`src/rtl/dds_command_serializer_core_defines.svh`:
```
// assertion macros for the dds command serializer
// expects clk_i and rst_ni in the scope where a macro is used
`ifndef DDS_COMMAND_SERIALIZER_CORE_DEFINES_SVH
`define DDS_COMMAND_SERIALIZER_CORE_DEFINES_SVH

// same-cycle implication, checked out of reset
`define DCS_ASSERT_NOW(lbl, ante, cons, msg) \
  lbl: assert property (@(posedge clk_i) disable iff (!rst_ni) (ante) |-> (cons)) \
    else $error(msg);

// next-cycle implication, checked out of reset
`define DCS_ASSERT_NEXT(lbl, ante, cons, msg) \
  lbl: assert property (@(posedge clk_i) disable iff (!rst_ni) (ante) |=> (cons)) \
    else $error(msg);

`endif

```
`src/rtl/dcs_pkg.sv`:
```
// shared types and constants of the dds command serializer
// no dependencies
`default_nettype none

package dcs_pkg;

  // system clock of the dds and the frequency limit
  localparam int unsigned SYS_CLOCK_HZ = 500000000;
  localparam logic [27:0] FREQ_LIMIT_HZ = 28'd200000000;

  // raw write byte limit, never above the four bytes of raw_data
  localparam int unsigned MAX_RAW_BYTES = 4;
  localparam int unsigned RAW_LIMIT     = (MAX_RAW_BYTES < 4) ? MAX_RAW_BYTES : 4;

  // tuning word: frequency times a 96-bit reciprocal of the clock scaled by 2^89,
  // one 32-bit slice a cycle; exact while 200 MHz times the clock stays below 2^57
  localparam int unsigned TW_W     = 32;
  localparam int unsigned TW_SHIFT = 57;
  localparam int unsigned TW_STEPS = 3;
  localparam int unsigned TW_CNT_W = 2;
  localparam int unsigned TW_ACC_W = TW_W + TW_SHIFT;
  localparam logic [96:0] TW_NUM   = 97'd1 << (TW_W + TW_SHIFT);
  localparam logic [95:0] TW_RECIP =
    96'((TW_NUM + 97'(SYS_CLOCK_HZ) - 97'd1) / 97'(SYS_CLOCK_HZ));

  // frame shifter: instruction byte plus up to four data bytes
  localparam int unsigned FRAME_W  = 40;
  localparam int unsigned BITCNT_W = 6;

  localparam logic [BITCNT_W-1:0] BITS_CHAN  = BITCNT_W'(16);
  localparam logic [BITCNT_W-1:0] BITS_FREQ  = BITCNT_W'(40);
  localparam logic [BITCNT_W-1:0] BITS_PHASE = BITCNT_W'(24);
  localparam logic [BITCNT_W-1:0] BITS_AMPL  = BITCNT_W'(32);

  // device register addresses
  localparam logic [7:0] REG_CHAN_SEL   = 8'h00;
  localparam logic [7:0] REG_FREQ_WORD  = 8'h04;
  localparam logic [7:0] REG_PHASE_WORD = 8'h05;
  localparam logic [7:0] REG_AMPL_CTRL  = 8'h06;
  localparam logic [15:0] AMPL_ENABLE   = 16'h1000;

  typedef enum logic [1:0] {
    CMD_FREQ  = 2'd0,
    CMD_PHASE = 2'd1,
    CMD_AMPL  = 2'd2,
    CMD_RAW   = 2'd3
  } cmd_e;

  typedef enum logic {
    FRAME_FIRST  = 1'b0,
    FRAME_SECOND = 1'b1
  } frame_sel_e;

  typedef enum logic [2:0] {
    ST_IDLE,
    ST_LOAD1,
    ST_SEND1,
    ST_LOAD2,
    ST_SEND2
  } state_e;

  typedef struct packed {
    cmd_e        cmd;
    logic [7:0]  channel_select;
    logic [27:0] frequency_hz;
    logic [13:0] phase_word;
    logic [9:0]  amplitude_word;
    logic [7:0]  raw_address;
    logic [2:0]  raw_byte_count;
    logic [31:0] raw_data;
    logic        raw_update;
  } dcs_cmd_t;

  // controller to datapath
  typedef struct packed {
    logic       load_cmd;
    logic       load_frame;
    frame_sel_e sel;
    logic       shift;
  } dcs_ctrl_t;

  // datapath to controller
  typedef struct packed {
    logic last_bit;
    logic is_raw;
    logic div_done;
    logic out_free;
  } dcs_stat_t;

endpackage

`default_nettype wire

```
`src/rtl/dcs_tuning_div.sv`:
```
// frequency tuning word as frequency times a fixed reciprocal of the clock,
// one 28 by 32 bit slice product a cycle over the three reciprocal slices; depends on dcs_pkg
`default_nettype none

module dcs_tuning_div (
  input  wire logic                      clk_i,
  input  wire logic                      rst_ni,
  input  wire logic                      start_i,
  input  wire logic [27:0]               freq_i,
  output logic                           done_o,
  output logic [dcs_pkg::TW_W-1:0]       word_o
);
  import dcs_pkg::*;

  logic [TW_CNT_W-1:0] cnt_q, cnt_d;
  logic [27:0]         f_q, f_d;
  logic [TW_ACC_W-1:0] acc_q, acc_d;
  logic                sat_q, sat_d;
  logic [27:0]         f_sat;
  logic [31:0]         recip_part;
  logic [59:0]         prod;

  always_comb begin
    f_sat = (freq_i > FREQ_LIMIT_HZ) ? FREQ_LIMIT_HZ : freq_i;
    // most significant slice of the reciprocal first
    case (cnt_q)
      2'd3:    recip_part = TW_RECIP[95:64];
      2'd2:    recip_part = TW_RECIP[63:32];
      2'd1:    recip_part = TW_RECIP[31:0];
      default: recip_part = 32'h0;
    endcase
    prod   = 60'(f_q) * 60'(recip_part);
    cnt_d  = cnt_q;
    f_d    = f_q;
    acc_d  = acc_q;
    sat_d  = sat_q;
    if (start_i) begin
      // word only overflows 32 bits when f is not below the clock
      cnt_d = TW_CNT_W'(TW_STEPS);
      f_d   = f_sat;
      acc_d = '0;
      sat_d = (32'(f_sat) >= 32'(SYS_CLOCK_HZ));
    end else if (cnt_q != '0) begin
      cnt_d = cnt_q - TW_CNT_W'(1);
      acc_d = {acc_q[TW_ACC_W-33:0], 32'h0} + TW_ACC_W'(prod);
    end
  end

  always_ff @(posedge clk_i or negedge rst_ni) begin
    if (!rst_ni) begin
      cnt_q <= '0;
    end else begin
      cnt_q <= cnt_d;
    end
  end

  always_ff @(posedge clk_i) begin
    f_q   <= f_d;
    acc_q <= acc_d;
    sat_q <= sat_d;
  end

  assign done_o = (cnt_q == '0);
  assign word_o = sat_q ? '1 : acc_q[TW_ACC_W-1 -: TW_W];

endmodule

`default_nettype wire

```
`src/rtl/dcs_datapath.sv`:
```
// command latch, frame builder, bit shifter and output register
// depends on dcs_pkg and dcs_tuning_div
`default_nettype none

module dcs_datapath (
  input  wire logic               clk_i,
  input  wire logic               rst_ni,
  input  wire dcs_pkg::dcs_cmd_t  cmd_i,
  input  wire dcs_pkg::dcs_ctrl_t ctrl_i,
  output dcs_pkg::dcs_stat_t      stat_o,
  input  wire logic               out_ready_i,
  output logic                    out_valid_o,
  output logic                    out_bit_o,
  output logic                    out_start_o,
  output logic                    out_end_o,
  output logic                    out_upd_o,
  output logic                    out_last_o
);
  import dcs_pkg::*;

  dcs_cmd_t            cmd_q;
  logic [FRAME_W-1:0]  sr_q, sr_d;
  logic [BITCNT_W-1:0] bits_q, bits_d;
  logic                first_q, first_d;
  logic                upd_q, upd_d;
  logic                final_q, final_d;
  logic                out_valid_q, out_valid_d;
  logic                out_bit_q, out_start_q, out_end_q, out_upd_q, out_last_q;
  logic                div_done;
  logic [TW_W-1:0]     tw;
  logic [2:0]          raw_cnt;
  logic [31:0]         raw_al;
  logic [15:0]         ampl_val;

  dcs_tuning_div u_div (
    .clk_i   (clk_i),
    .rst_ni  (rst_ni),
    .start_i (ctrl_i.load_cmd),
    .freq_i  (cmd_i.frequency_hz),
    .done_o  (div_done),
    .word_o  (tw)
  );

  always_ff @(posedge clk_i) begin
    if (ctrl_i.load_cmd) begin
      cmd_q <= cmd_i;
    end
  end

  // raw data bytes left-aligned so the shifter sends them msb first
  always_comb begin
    raw_cnt = (cmd_q.raw_byte_count > 3'(RAW_LIMIT)) ? 3'(RAW_LIMIT) : cmd_q.raw_byte_count;
    case (raw_cnt)
      3'd0:    raw_al = 32'h0;
      3'd1:    raw_al = {cmd_q.raw_data[7:0], 24'h0};
      3'd2:    raw_al = {cmd_q.raw_data[15:0], 16'h0};
      3'd3:    raw_al = {cmd_q.raw_data[23:0], 8'h0};
      default: raw_al = cmd_q.raw_data;
    endcase
    ampl_val = AMPL_ENABLE | 16'(cmd_q.amplitude_word);
  end

  always_comb begin
    sr_d        = sr_q;
    bits_d      = bits_q;
    first_d     = first_q;
    upd_d       = upd_q;
    final_d     = final_q;
    out_valid_d = out_valid_q;
    if (ctrl_i.load_frame) begin
      first_d = 1'b1;
      if (ctrl_i.sel == FRAME_FIRST) begin
        if (cmd_q.cmd == CMD_RAW) begin
          sr_d    = {cmd_q.raw_address, raw_al};
          bits_d  = BITCNT_W'({raw_cnt, 3'b000}) + BITCNT_W'(8);
          upd_d   = cmd_q.raw_update;
          final_d = 1'b1;
        end else begin
          sr_d    = {REG_CHAN_SEL, cmd_q.channel_select, 24'h0};
          bits_d  = BITS_CHAN;
          upd_d   = 1'b1;
          final_d = 1'b0;
        end
      end else begin
        upd_d   = 1'b1;
        final_d = 1'b1;
        unique case (cmd_q.cmd)
          CMD_FREQ: begin
            sr_d   = {REG_FREQ_WORD, tw};
            bits_d = BITS_FREQ;
          end
          CMD_PHASE: begin
            sr_d   = {REG_PHASE_WORD, 2'b00, cmd_q.phase_word, 16'h0};
            bits_d = BITS_PHASE;
          end
          default: begin
            sr_d   = {REG_AMPL_CTRL, 8'h00, ampl_val, 8'h00};
            bits_d = BITS_AMPL;
          end
        endcase
      end
    end else if (ctrl_i.shift) begin
      sr_d    = {sr_q[FRAME_W-2:0], 1'b0};
      bits_d  = bits_q - BITCNT_W'(1);
      first_d = 1'b0;
    end
    if (ctrl_i.shift) begin
      out_valid_d = 1'b1;
    end else if (out_ready_i) begin
      out_valid_d = 1'b0;
    end
  end

  always_ff @(posedge clk_i or negedge rst_ni) begin
    if (!rst_ni) begin
      out_valid_q <= 1'b0;
      bits_q      <= '0;
    end else begin
      out_valid_q <= out_valid_d;
      bits_q      <= bits_d;
    end
  end

  always_ff @(posedge clk_i) begin
    sr_q    <= sr_d;
    first_q <= first_d;
    upd_q   <= upd_d;
    final_q <= final_d;
    if (ctrl_i.shift) begin
      out_bit_q   <= sr_q[FRAME_W-1];
      out_start_q <= first_q;
      out_end_q   <= stat_o.last_bit;
      out_upd_q   <= stat_o.last_bit & upd_q;
      out_last_q  <= stat_o.last_bit & final_q;
    end
  end

  assign stat_o.last_bit = (bits_q == BITCNT_W'(1));
  assign stat_o.is_raw   = (cmd_q.cmd == CMD_RAW);
  assign stat_o.div_done = div_done;
  assign stat_o.out_free = !out_valid_q || out_ready_i;

  assign out_valid_o = out_valid_q;
  assign out_bit_o   = out_bit_q;
  assign out_start_o = out_start_q;
  assign out_end_o   = out_end_q;
  assign out_upd_o   = out_upd_q;
  assign out_last_o  = out_last_q;

endmodule

`default_nettype wire

```
`src/rtl/dcs_ctrl.sv`:
```
// frame sequencing state machine
// depends on dcs_pkg
`default_nettype none

module dcs_ctrl (
  input  wire logic               clk_i,
  input  wire logic               rst_ni,
  input  wire logic               in_valid_i,
  output logic                    in_ready_o,
  input  wire dcs_pkg::dcs_stat_t stat_i,
  output dcs_pkg::dcs_ctrl_t      ctrl_o
);
  import dcs_pkg::*;

  state_e state_q, state_d;

  always_ff @(posedge clk_i or negedge rst_ni) begin
    if (!rst_ni) begin
      state_q <= ST_IDLE;
    end else begin
      state_q <= state_d;
    end
  end

  always_comb begin
    state_d           = state_q;
    in_ready_o        = 1'b0;
    ctrl_o.load_cmd   = 1'b0;
    ctrl_o.load_frame = 1'b0;
    ctrl_o.sel        = FRAME_FIRST;
    ctrl_o.shift      = 1'b0;
    unique case (state_q)
      ST_IDLE: begin
        in_ready_o      = 1'b1;
        ctrl_o.load_cmd = in_valid_i;
        if (in_valid_i) begin
          state_d = ST_LOAD1;
        end
      end
      ST_LOAD1: begin
        ctrl_o.load_frame = 1'b1;
        state_d           = ST_SEND1;
      end
      ST_SEND1: begin
        ctrl_o.shift = stat_i.out_free;
        if (stat_i.out_free && stat_i.last_bit) begin
          state_d = stat_i.is_raw ? ST_IDLE : ST_LOAD2;
        end
      end
      ST_LOAD2: begin
        // tuning word must be finished before the value frame is built
        ctrl_o.sel = FRAME_SECOND;
        if (stat_i.div_done) begin
          ctrl_o.load_frame = 1'b1;
          state_d           = ST_SEND2;
        end
      end
      ST_SEND2: begin
        ctrl_o.shift = stat_i.out_free;
        if (stat_i.out_free && stat_i.last_bit) begin
          state_d = ST_IDLE;
        end
      end
      default: begin
        state_d = ST_IDLE;
      end
    endcase
  end

endmodule

`default_nettype wire

```
`src/rtl/dds_command_serializer_core.sv`:
```
// dds command serializer: turns one command into serial register-write bits
// depends on dcs_pkg, dcs_ctrl, dcs_datapath and the defines header
//
// slave channel: one command per transfer, the kind in tuser, fields in tdata.
// master channel: one serial data bit per transfer, msb first, with frame
// start, frame end and update flags in tuser and tlast on the command's
// final bit.
// frequency, phase and amplitude commands send a channel select frame of 16
// bits and then a value frame of 40, 24 or 32 bits; a raw write sends one
// frame of 8 plus 8 per data byte.
// after the command transfer the state machine loads the first frame and then
// shifts its first bit into the output register. one bit leaves the frame
// shifter per cycle while the receiver takes bits; a raw write then returns to
// idle, while a two-frame command loads and sends its value frame first.
// the tuning word is built from three slice products against a fixed
// reciprocal and is ready long before the value frame is built.
// a new command is taken once the last bit sits in the output register.
// when the receiver stalls the output register holds and the shifter waits.
// reset clears the state machine, the divider step count, the frame bit count
// and the output valid flag; nothing else needs clearing.
`default_nettype none

`include "dds_command_serializer_core_defines.svh"

module dds_command_serializer_core (
  input  wire logic         clk_i,
  input  wire logic         rst_ni,
  input  wire logic         s_axis_tvalid,
  output logic              s_axis_tready,
  // channel_select[7:0], frequency_hz[35:8], phase_word[49:36],
  // amplitude_word[59:50], raw_address[67:60], raw_byte_count[70:68],
  // raw_data[102:71], raw_update[103]
  input  wire logic [103:0] s_axis_tdata,
  // cmd[1:0]
  input  wire logic [1:0]   s_axis_tuser,
  output logic              m_axis_tvalid,
  input  wire logic         m_axis_tready,
  // data_bit[0], zero fill [7:1]
  output logic [7:0]        m_axis_tdata,
  // frame_start[0], frame_end[1], update_pulse[2]
  output logic [2:0]        m_axis_tuser,
  output logic              m_axis_tlast
);
  import dcs_pkg::*;

  dcs_cmd_t  cmd;
  dcs_ctrl_t ctrl;
  dcs_stat_t stat;
  logic      out_bit;

  assign cmd.cmd            = cmd_e'(s_axis_tuser);
  assign cmd.channel_select = s_axis_tdata[7:0];
  assign cmd.frequency_hz   = s_axis_tdata[35:8];
  assign cmd.phase_word     = s_axis_tdata[49:36];
  assign cmd.amplitude_word = s_axis_tdata[59:50];
  assign cmd.raw_address    = s_axis_tdata[67:60];
  assign cmd.raw_byte_count = s_axis_tdata[70:68];
  assign cmd.raw_data       = s_axis_tdata[102:71];
  assign cmd.raw_update     = s_axis_tdata[103];

  dcs_ctrl u_ctrl (
    .clk_i      (clk_i),
    .rst_ni     (rst_ni),
    .in_valid_i (s_axis_tvalid),
    .in_ready_o (s_axis_tready),
    .stat_i     (stat),
    .ctrl_o     (ctrl)
  );

  dcs_datapath u_dp (
    .clk_i       (clk_i),
    .rst_ni      (rst_ni),
    .cmd_i       (cmd),
    .ctrl_i      (ctrl),
    .stat_o      (stat),
    .out_ready_i (m_axis_tready),
    .out_valid_o (m_axis_tvalid),
    .out_bit_o   (out_bit),
    .out_start_o (m_axis_tuser[0]),
    .out_end_o   (m_axis_tuser[1]),
    .out_upd_o   (m_axis_tuser[2]),
    .out_last_o  (m_axis_tlast)
  );

  assign m_axis_tdata = {7'b0, out_bit};

  `DCS_ASSERT_NEXT(a_busy_after_cmd, s_axis_tvalid && s_axis_tready, !s_axis_tready,
                   "block ready right after taking a command")
  `DCS_ASSERT_NOW(a_value_frame_after_div, ctrl.load_frame && (ctrl.sel == FRAME_SECOND),
                  stat.div_done, "value frame built before tuning word finished")
  `DCS_ASSERT_NOW(a_last_ends_frame, m_axis_tvalid && m_axis_tlast, m_axis_tuser[1],
                  "final bit not at a frame end")
  `DCS_ASSERT_NOW(a_update_at_end, m_axis_tvalid && m_axis_tuser[2], m_axis_tuser[1],
                  "update flag away from a frame end")

endmodule

`default_nettype wire
```
`config.mk`:
```
export PLATFORM = sky130hd
export DESIGN_NAME = dds_command_serializer_core
export DESIGN_NICKNAME = d
export VERILOG_FILES = /design/src/rtl/dcs_pkg.sv /design/src/rtl/dcs_tuning_div.sv /design/src/rtl/dcs_datapath.sv /design/src/rtl/dcs_ctrl.sv /design/src/rtl/dds_command_serializer_core.sv
export VERILOG_INCLUDE_DIRS = /design/src /design/src/rtl
export SDC_FILE = /design/constraint.sdc
export NUM_CORES = 2
export LEC_CHECK = 0
export BUFFER_PORTS_ARGS = -buffer_cell sky130_fd_sc_hd__buf_2
export CAP_MARGIN = 20
export CORE_ASPECT_RATIO = 0.75
export CORE_MARGIN = 1
export CORE_UTILIZATION = 57
export DETAILED_ROUTE_END_ITERATION = 10
export PLACE_DENSITY_LB_ADDON = 0.05
export SYNTH_ARGS = -nofsm -noshare
export SYNTH_HDL_FRONTEND = slang
export SYNTH_HIERARCHICAL = 1
export SYNTH_SLANG_ARGS = --single-unit
```
`constraint.sdc`:
```
create_clock -name clk_i -period 17.5 [get_ports clk_i]
set_input_delay 2.625 -clock clk_i [delete_from_list [all_inputs] [get_ports clk_i]]
set_output_delay 2.625 -clock clk_i [all_outputs]
set_load 0.02 [all_outputs]
```
# == Word-level counts from Yosys, hierarchy flattened ==
# Cells that the tools add are included.
# Widths: inputs -> output; s select.
# classes
eq_ne,16
n_reduce_logical,14
addsub,4
bitwise_logic,3
multipliers,1
n_mux,30
order_cmp,2
# ops
operator,count
$mux 40,4
$pmux 32 s4,1
$add 89x60->89,1
$pmux 34 s2,1
$mul 28x32->60,1
$pmux 30 s2,1
$gt 28x28->1 const B,1
$mux 6,4
$mux 3,5
$pmux 3 s5,1
$eq 3x2->1 const B,4
$pmux 6 s2,1
$mux 1,8
$reduce_bool 2->1,4
$add 6x4->6 const B,1
$eq 3x1->1 const B,2
$eq 6x1->1 const B,1
$logic_not 3->1,2
$mux 2,3
$ne 2x1->1 const B,3
$sub 6x1->6 const B,1
$eq 2x1->1 const B,2
$eq 2x2->1 const B,2
$logic_not 2->1,2
other kinds (12),14
# word_totals
register_bits,255
out_inout_bits,14
inputBits,110

# == Longest topological paths before layout ==
# logic_depth
word_depth,7
ltp_mapped,33

# == Hierarchy ==
# Netlist, hierarchy kept.
# modules_own_cells
module,area_per_inst_um2,cells_each,instances
dcs_tuning_div,27470.1,2926,1
dcs_datapath,5841.9,431,1
dcs_ctrl,214.0,22,1
dds_command_serializer_core,63.8,9,1

# == Worst setup path after synthesis ==
# OpenSTA, ideal clock, no wires.
# synth_path
kind,reg2reg
start,register u_dp.u_div.cnt_q[1]
end,register u_dp.u_div.acc_q[66]
setup_slack_ns,9.379
arrival_ns,8.056
stages_incl_launch_ff,29
required_ns,17.436
cell_sequence,dfrtp_1 -> inv_1 -> ha_1 -> clkbuf_1 -> clkbuf_1 -> and2_1 -> fa_1 -> fa_1 -> inv_1 -> fa_1 -> inv_1 -> fa_1 -> inv_1 -> fa_1 -> inv_1 -> fa_1 -> fa_1 -> fa_1 -> ha_1 -> clkbuf_1 -> and4_1 -> nand3_1 -> or3_1 -> o21ai_0 -> nor4b_1 -> a211oi_2 -> o21ai_4 -> or4_1 -> nand4_1
# synth_via
elab_chain_len,4
word_cells_on_any_way,6
# synth_lines
item,line_no,text
start: declaration,dcs_tuning_div.sv:15,"logic [TW_CNT_W-1:0] cnt_q, cnt_d;"
start signal: assignment,dcs_tuning_div.sv:53,cnt_q <= cnt_d;
$eq 2x1->1 / $eq 2x2->1 (equally long branches),dcs_tuning_div.sv:26,case (cnt_q)
$pmux 30 s2,dcs_tuning_div.sv:26,
$mul 28x32->60,dcs_tuning_div.sv:32,prod = 60'(f_q) * 60'(recip_part);
$add 89x60->89,dcs_tuning_div.sv:45,"acc_d = {acc_q[TW_ACC_W-33:0], 32'h0} + TW_ACC_W'(prod);"
end signal: assignment,dcs_tuning_div.sv:59,acc_q <= acc_d;
end: declaration,dcs_tuning_div.sv:17,"logic [TW_ACC_W-1:0] acc_q, acc_d;"
# Parallel ways exist; a longest one is shown, timed or not.
# A chain may end at the register's enable or synchronous reset.

# == Worst setup path in the final report ==
# layout_path
start,register u_dp.u_div.cnt_q[0]
end,register u_dp.u_div.acc_q[81]
# Same word-level chain as after synthesis.

==> impl_metrics.yaml <==
run_status:
  status: "completed"
job:
  max_cap_viol_count: 0
logic_synthesis:
  synth_compound_area_share_pct: 10.0
  synth_top_area_share_pct: 33.8
  ys.warnings.count: 6
  synthTopCellsByCount: "913 x inv_1, 567 x fa_1, 338 x ha_1"
  synth_area_leaders: "fa_1 34%, edfxtp_1 14%, ha_1 13%"
  yosys_register_bits: 255
  synth.cell_area_mm2: 0.0336
  synth_top_family_by_area: "adder cells"
  synth.avg_cell_area_um2: 9.91
  synth_seq_area_share_pct: 19.9
  muxShareOfSynthArea_pct: 0.779
  yosysTopAreaCell: "fa_1"
  synth-async-reset-ratio_pct: 4.71
  syn_inst: 3388
  post_synth_fa_ha_maj_area_fraction_pct: 46.4
  ys.flop_type: "edfxtp_1"
  synth-xor-area-share_pct: 1.77
  yosysUniqueCellTypes: 103
  yosysMostFrequentCell: "inv_1"
  synth-edff-count: 153
  synth-simple-area-share_pct: 8.54
clock_tree:
  cts_resized: 0
  root_buffer: "clkbuf_16"
  cts_buffers: 27
  numClockSinks: 255
  insertion_delay_ps: 590
  htreeDepth: 1
  cts_tree: "built"
  post_cts_buffers: 0
  clk_pin_slew_worst_paths_ps: 70
  clock_tree.buffer_depth: 3
  cts_hold_buf: 0
die:
  initial_core_util_pct: 58.1
  die_h_um: 212
  fp.dieArea_mm2: 0.0599
  rows: 76
  die_w_um: 282
  pin_count: 124
  core_mm2: 0.0578
worst_setup_path:
  rrSetupSlack_ps: 8340
  r2r_start: "u_dp/u_div/cnt_q[0]"
  crit_path_start_kind: "flip-flop"
  cp.arrival_ps: 9590
  critical_path_class: "flip-flop to flip-flop"
  slowest_delay_ps: 730
  worst_r2r_endpoint: "u_dp/u_div/acc_q[81]"
  slowest_stage: "fa_1"
  crit_fanout: 29
  crit_buf_inv: 5
  crit_path_end_kind: "flip-flop"
  cpMostUsedCell: "fa_1"
  crit_family: "adder cells"
  rr_worst_depth: 25
  worstPathRequired_ps: 17930
detailed_routing:
  route.met2.wl_um: 42000
  wl_um: 110000
  first_pass_iters: 6
  avgRoutedWirePerCell_um: 26.2
  met3_length_um: 16300
  final_antenna_net_count: 0
  routed.top_layer: "met5"
  drc: 0
  routedLengthMet1_um: 50000
  viasPerCell: 5.92
  drt_iter0_markers: 3011
  num_vias: 24900
global_route:
  grt_usage_pct: 37.9
  overflow: 0
  grt_pass1_vias: 25500
  grt_pass1_wl_um: 163000
  antenna_found_initial: 2
  grt_max_degree: 88
layout:
  fin_nets: 4415
  area.growth.synth_to_final_pct: 5.64
  drive_gt1_share_pct: 6.55
  fill_cells: 4948
  fin_area_mm2: 0.0355
  antennaDiodeCount: 0
timing:
  tns_ps: 0
  relSlewSlack_pct: 26.6
  min_period_ps: 9160
  finalHoldViolCount: 0
  post-route-period-util_pct: 52.3
  tightest_slew_ps: 1100
  max_freq_ghz: 0.109
  fin_worst_skew_ps: 21.2
  finalSetupViolCount: 0
  drv_slew: 0
  rsz0062_at_grt: "false"
worst_hold_path:
  holdPathStages: 0
  hp-start: "u_dp/first_q"
  min_to: "u_dp/out_start_o"
  hold_path.class: "flip-flop to flip-flop"
placed_design:
  place_area_mm2: 0.0345
  gp_congestion: 1.10
  hpwl_um: 94200
  io_buffers: 116
==> through the flow <==
step                      util (%)  instances  hold slack [ps]  setup slack [ps]
after floorplan                  -       3394              400              9380
after global placement        59.6       4151              412              8620
after detailed placement      59.6       4151              423              8570
after CTS                     61.4       4201              439              8550
after global routing          61.4       4201              448              8000
final                         61.4       4201              448              8340
==> final cells by class <==
cell class                      count  area [um2]  area share [%]
Clock buffer                       33         738            2.08
Sequential cell                   255        6700            18.9
Inverter                          913        3430            9.66
Multi-Input combinational cell   2074       22700            64.0
Timing Repair Buffer              129         678            1.91
Tap cell                          780         976            2.75
Clock inverter                     17         259           0.730
==> how the worst max path moves through the flow <==
stage / slack, ps / start / cells after the start / end
after floorplan: 9380 / u_dp/u_div/cnt_q[1] / 28 / u_dp/u_div/acc_q[66]
after CTS: 8550 / u_dp/u_div/cnt_q[1] / 26 / u_dp/u_div/acc_q[87]
final: 8340 / u_dp/u_div/cnt_q[0] / 25 / u_dp/u_div/acc_q[81]
after detailed placement: 8570 / u_dp/u_div/cnt_q[0] / 27 / u_dp/u_div/acc_q[81]
after global placement: 8620 / u_dp/u_div/cnt_q[1] / 26 / u_dp/u_div/acc_q[87]
after global routing: 8000 / u_dp/u_div/cnt_q[1] / 27 / u_dp/u_div/acc_q[73]
==> cell families (layout without fill, tap and decap cells) <==
kind of cell	count (synthesis)	count (layout)
XOR/XNOR	68	68
AND/OR/NAND/NOR	585	585
adder cells (fa/ha/maj)	905	905
buffers and inverters	1065	1092
multiplexers	26	26
AO/OA/AOI/OAI	483	483
flip-flops	255	255
other	1	7
==> layer usage <==
layer / vias to the layer above / track usage [%]
met3: 139 / 16.1
met4: 4 / 5.37
li1: 10700 / -
met5: - / 0
met1: 12600 / 58.5
met2: 1425 / 49.4
==> placed cells by master, fill, tap and decap left out, drive strengths merged, types with 27 or more instances in the layout <==
cell type / Yosys / layout
xor2: 28 / 28
nand3: 38 / 38
buf: 86 / 129
and2: 52 / 52
fa: 567 / 567
o21ai: 77 / 77
clkbuf: 66 / 33
edfxtp: 153 / 153
dfxtp: 90 / 90
nor2: 132 / 132
xnor2: 40 / 40
a21oi: 140 / 140
a21o: 45 / 45
nand4: 27 / 27
ha: 338 / 338
inv: 913 / 916
nand2: 193 / 193
==> flip-flops by register name, summed over array words and instances (netlist names) <==
register          cells
u_dp/u_div/acc_q     89
u_dp/upd_q            1
u_dp/u_div/cnt_q      2
u_dp/sr_q            40
u_dp/ampl_val        10
u_dp/u_div/f_q       28
u_dp/out_last_o       1
u_dp/out_start_o      1
u_dp/out_upd_o        1
u_ctrl/state_q        3
u_dp/out_end_o        1
u_dp/cmd_q           68
u_dp/out_bit_o        1
u_dp/bits_q           6
u_dp/first_q          1
u_dp/out_valid_o      1
u_dp/final_q          1
Power is not shown: default switching activity piles up to over one toggle a cycle in this logic, so the estimate is an artifact.
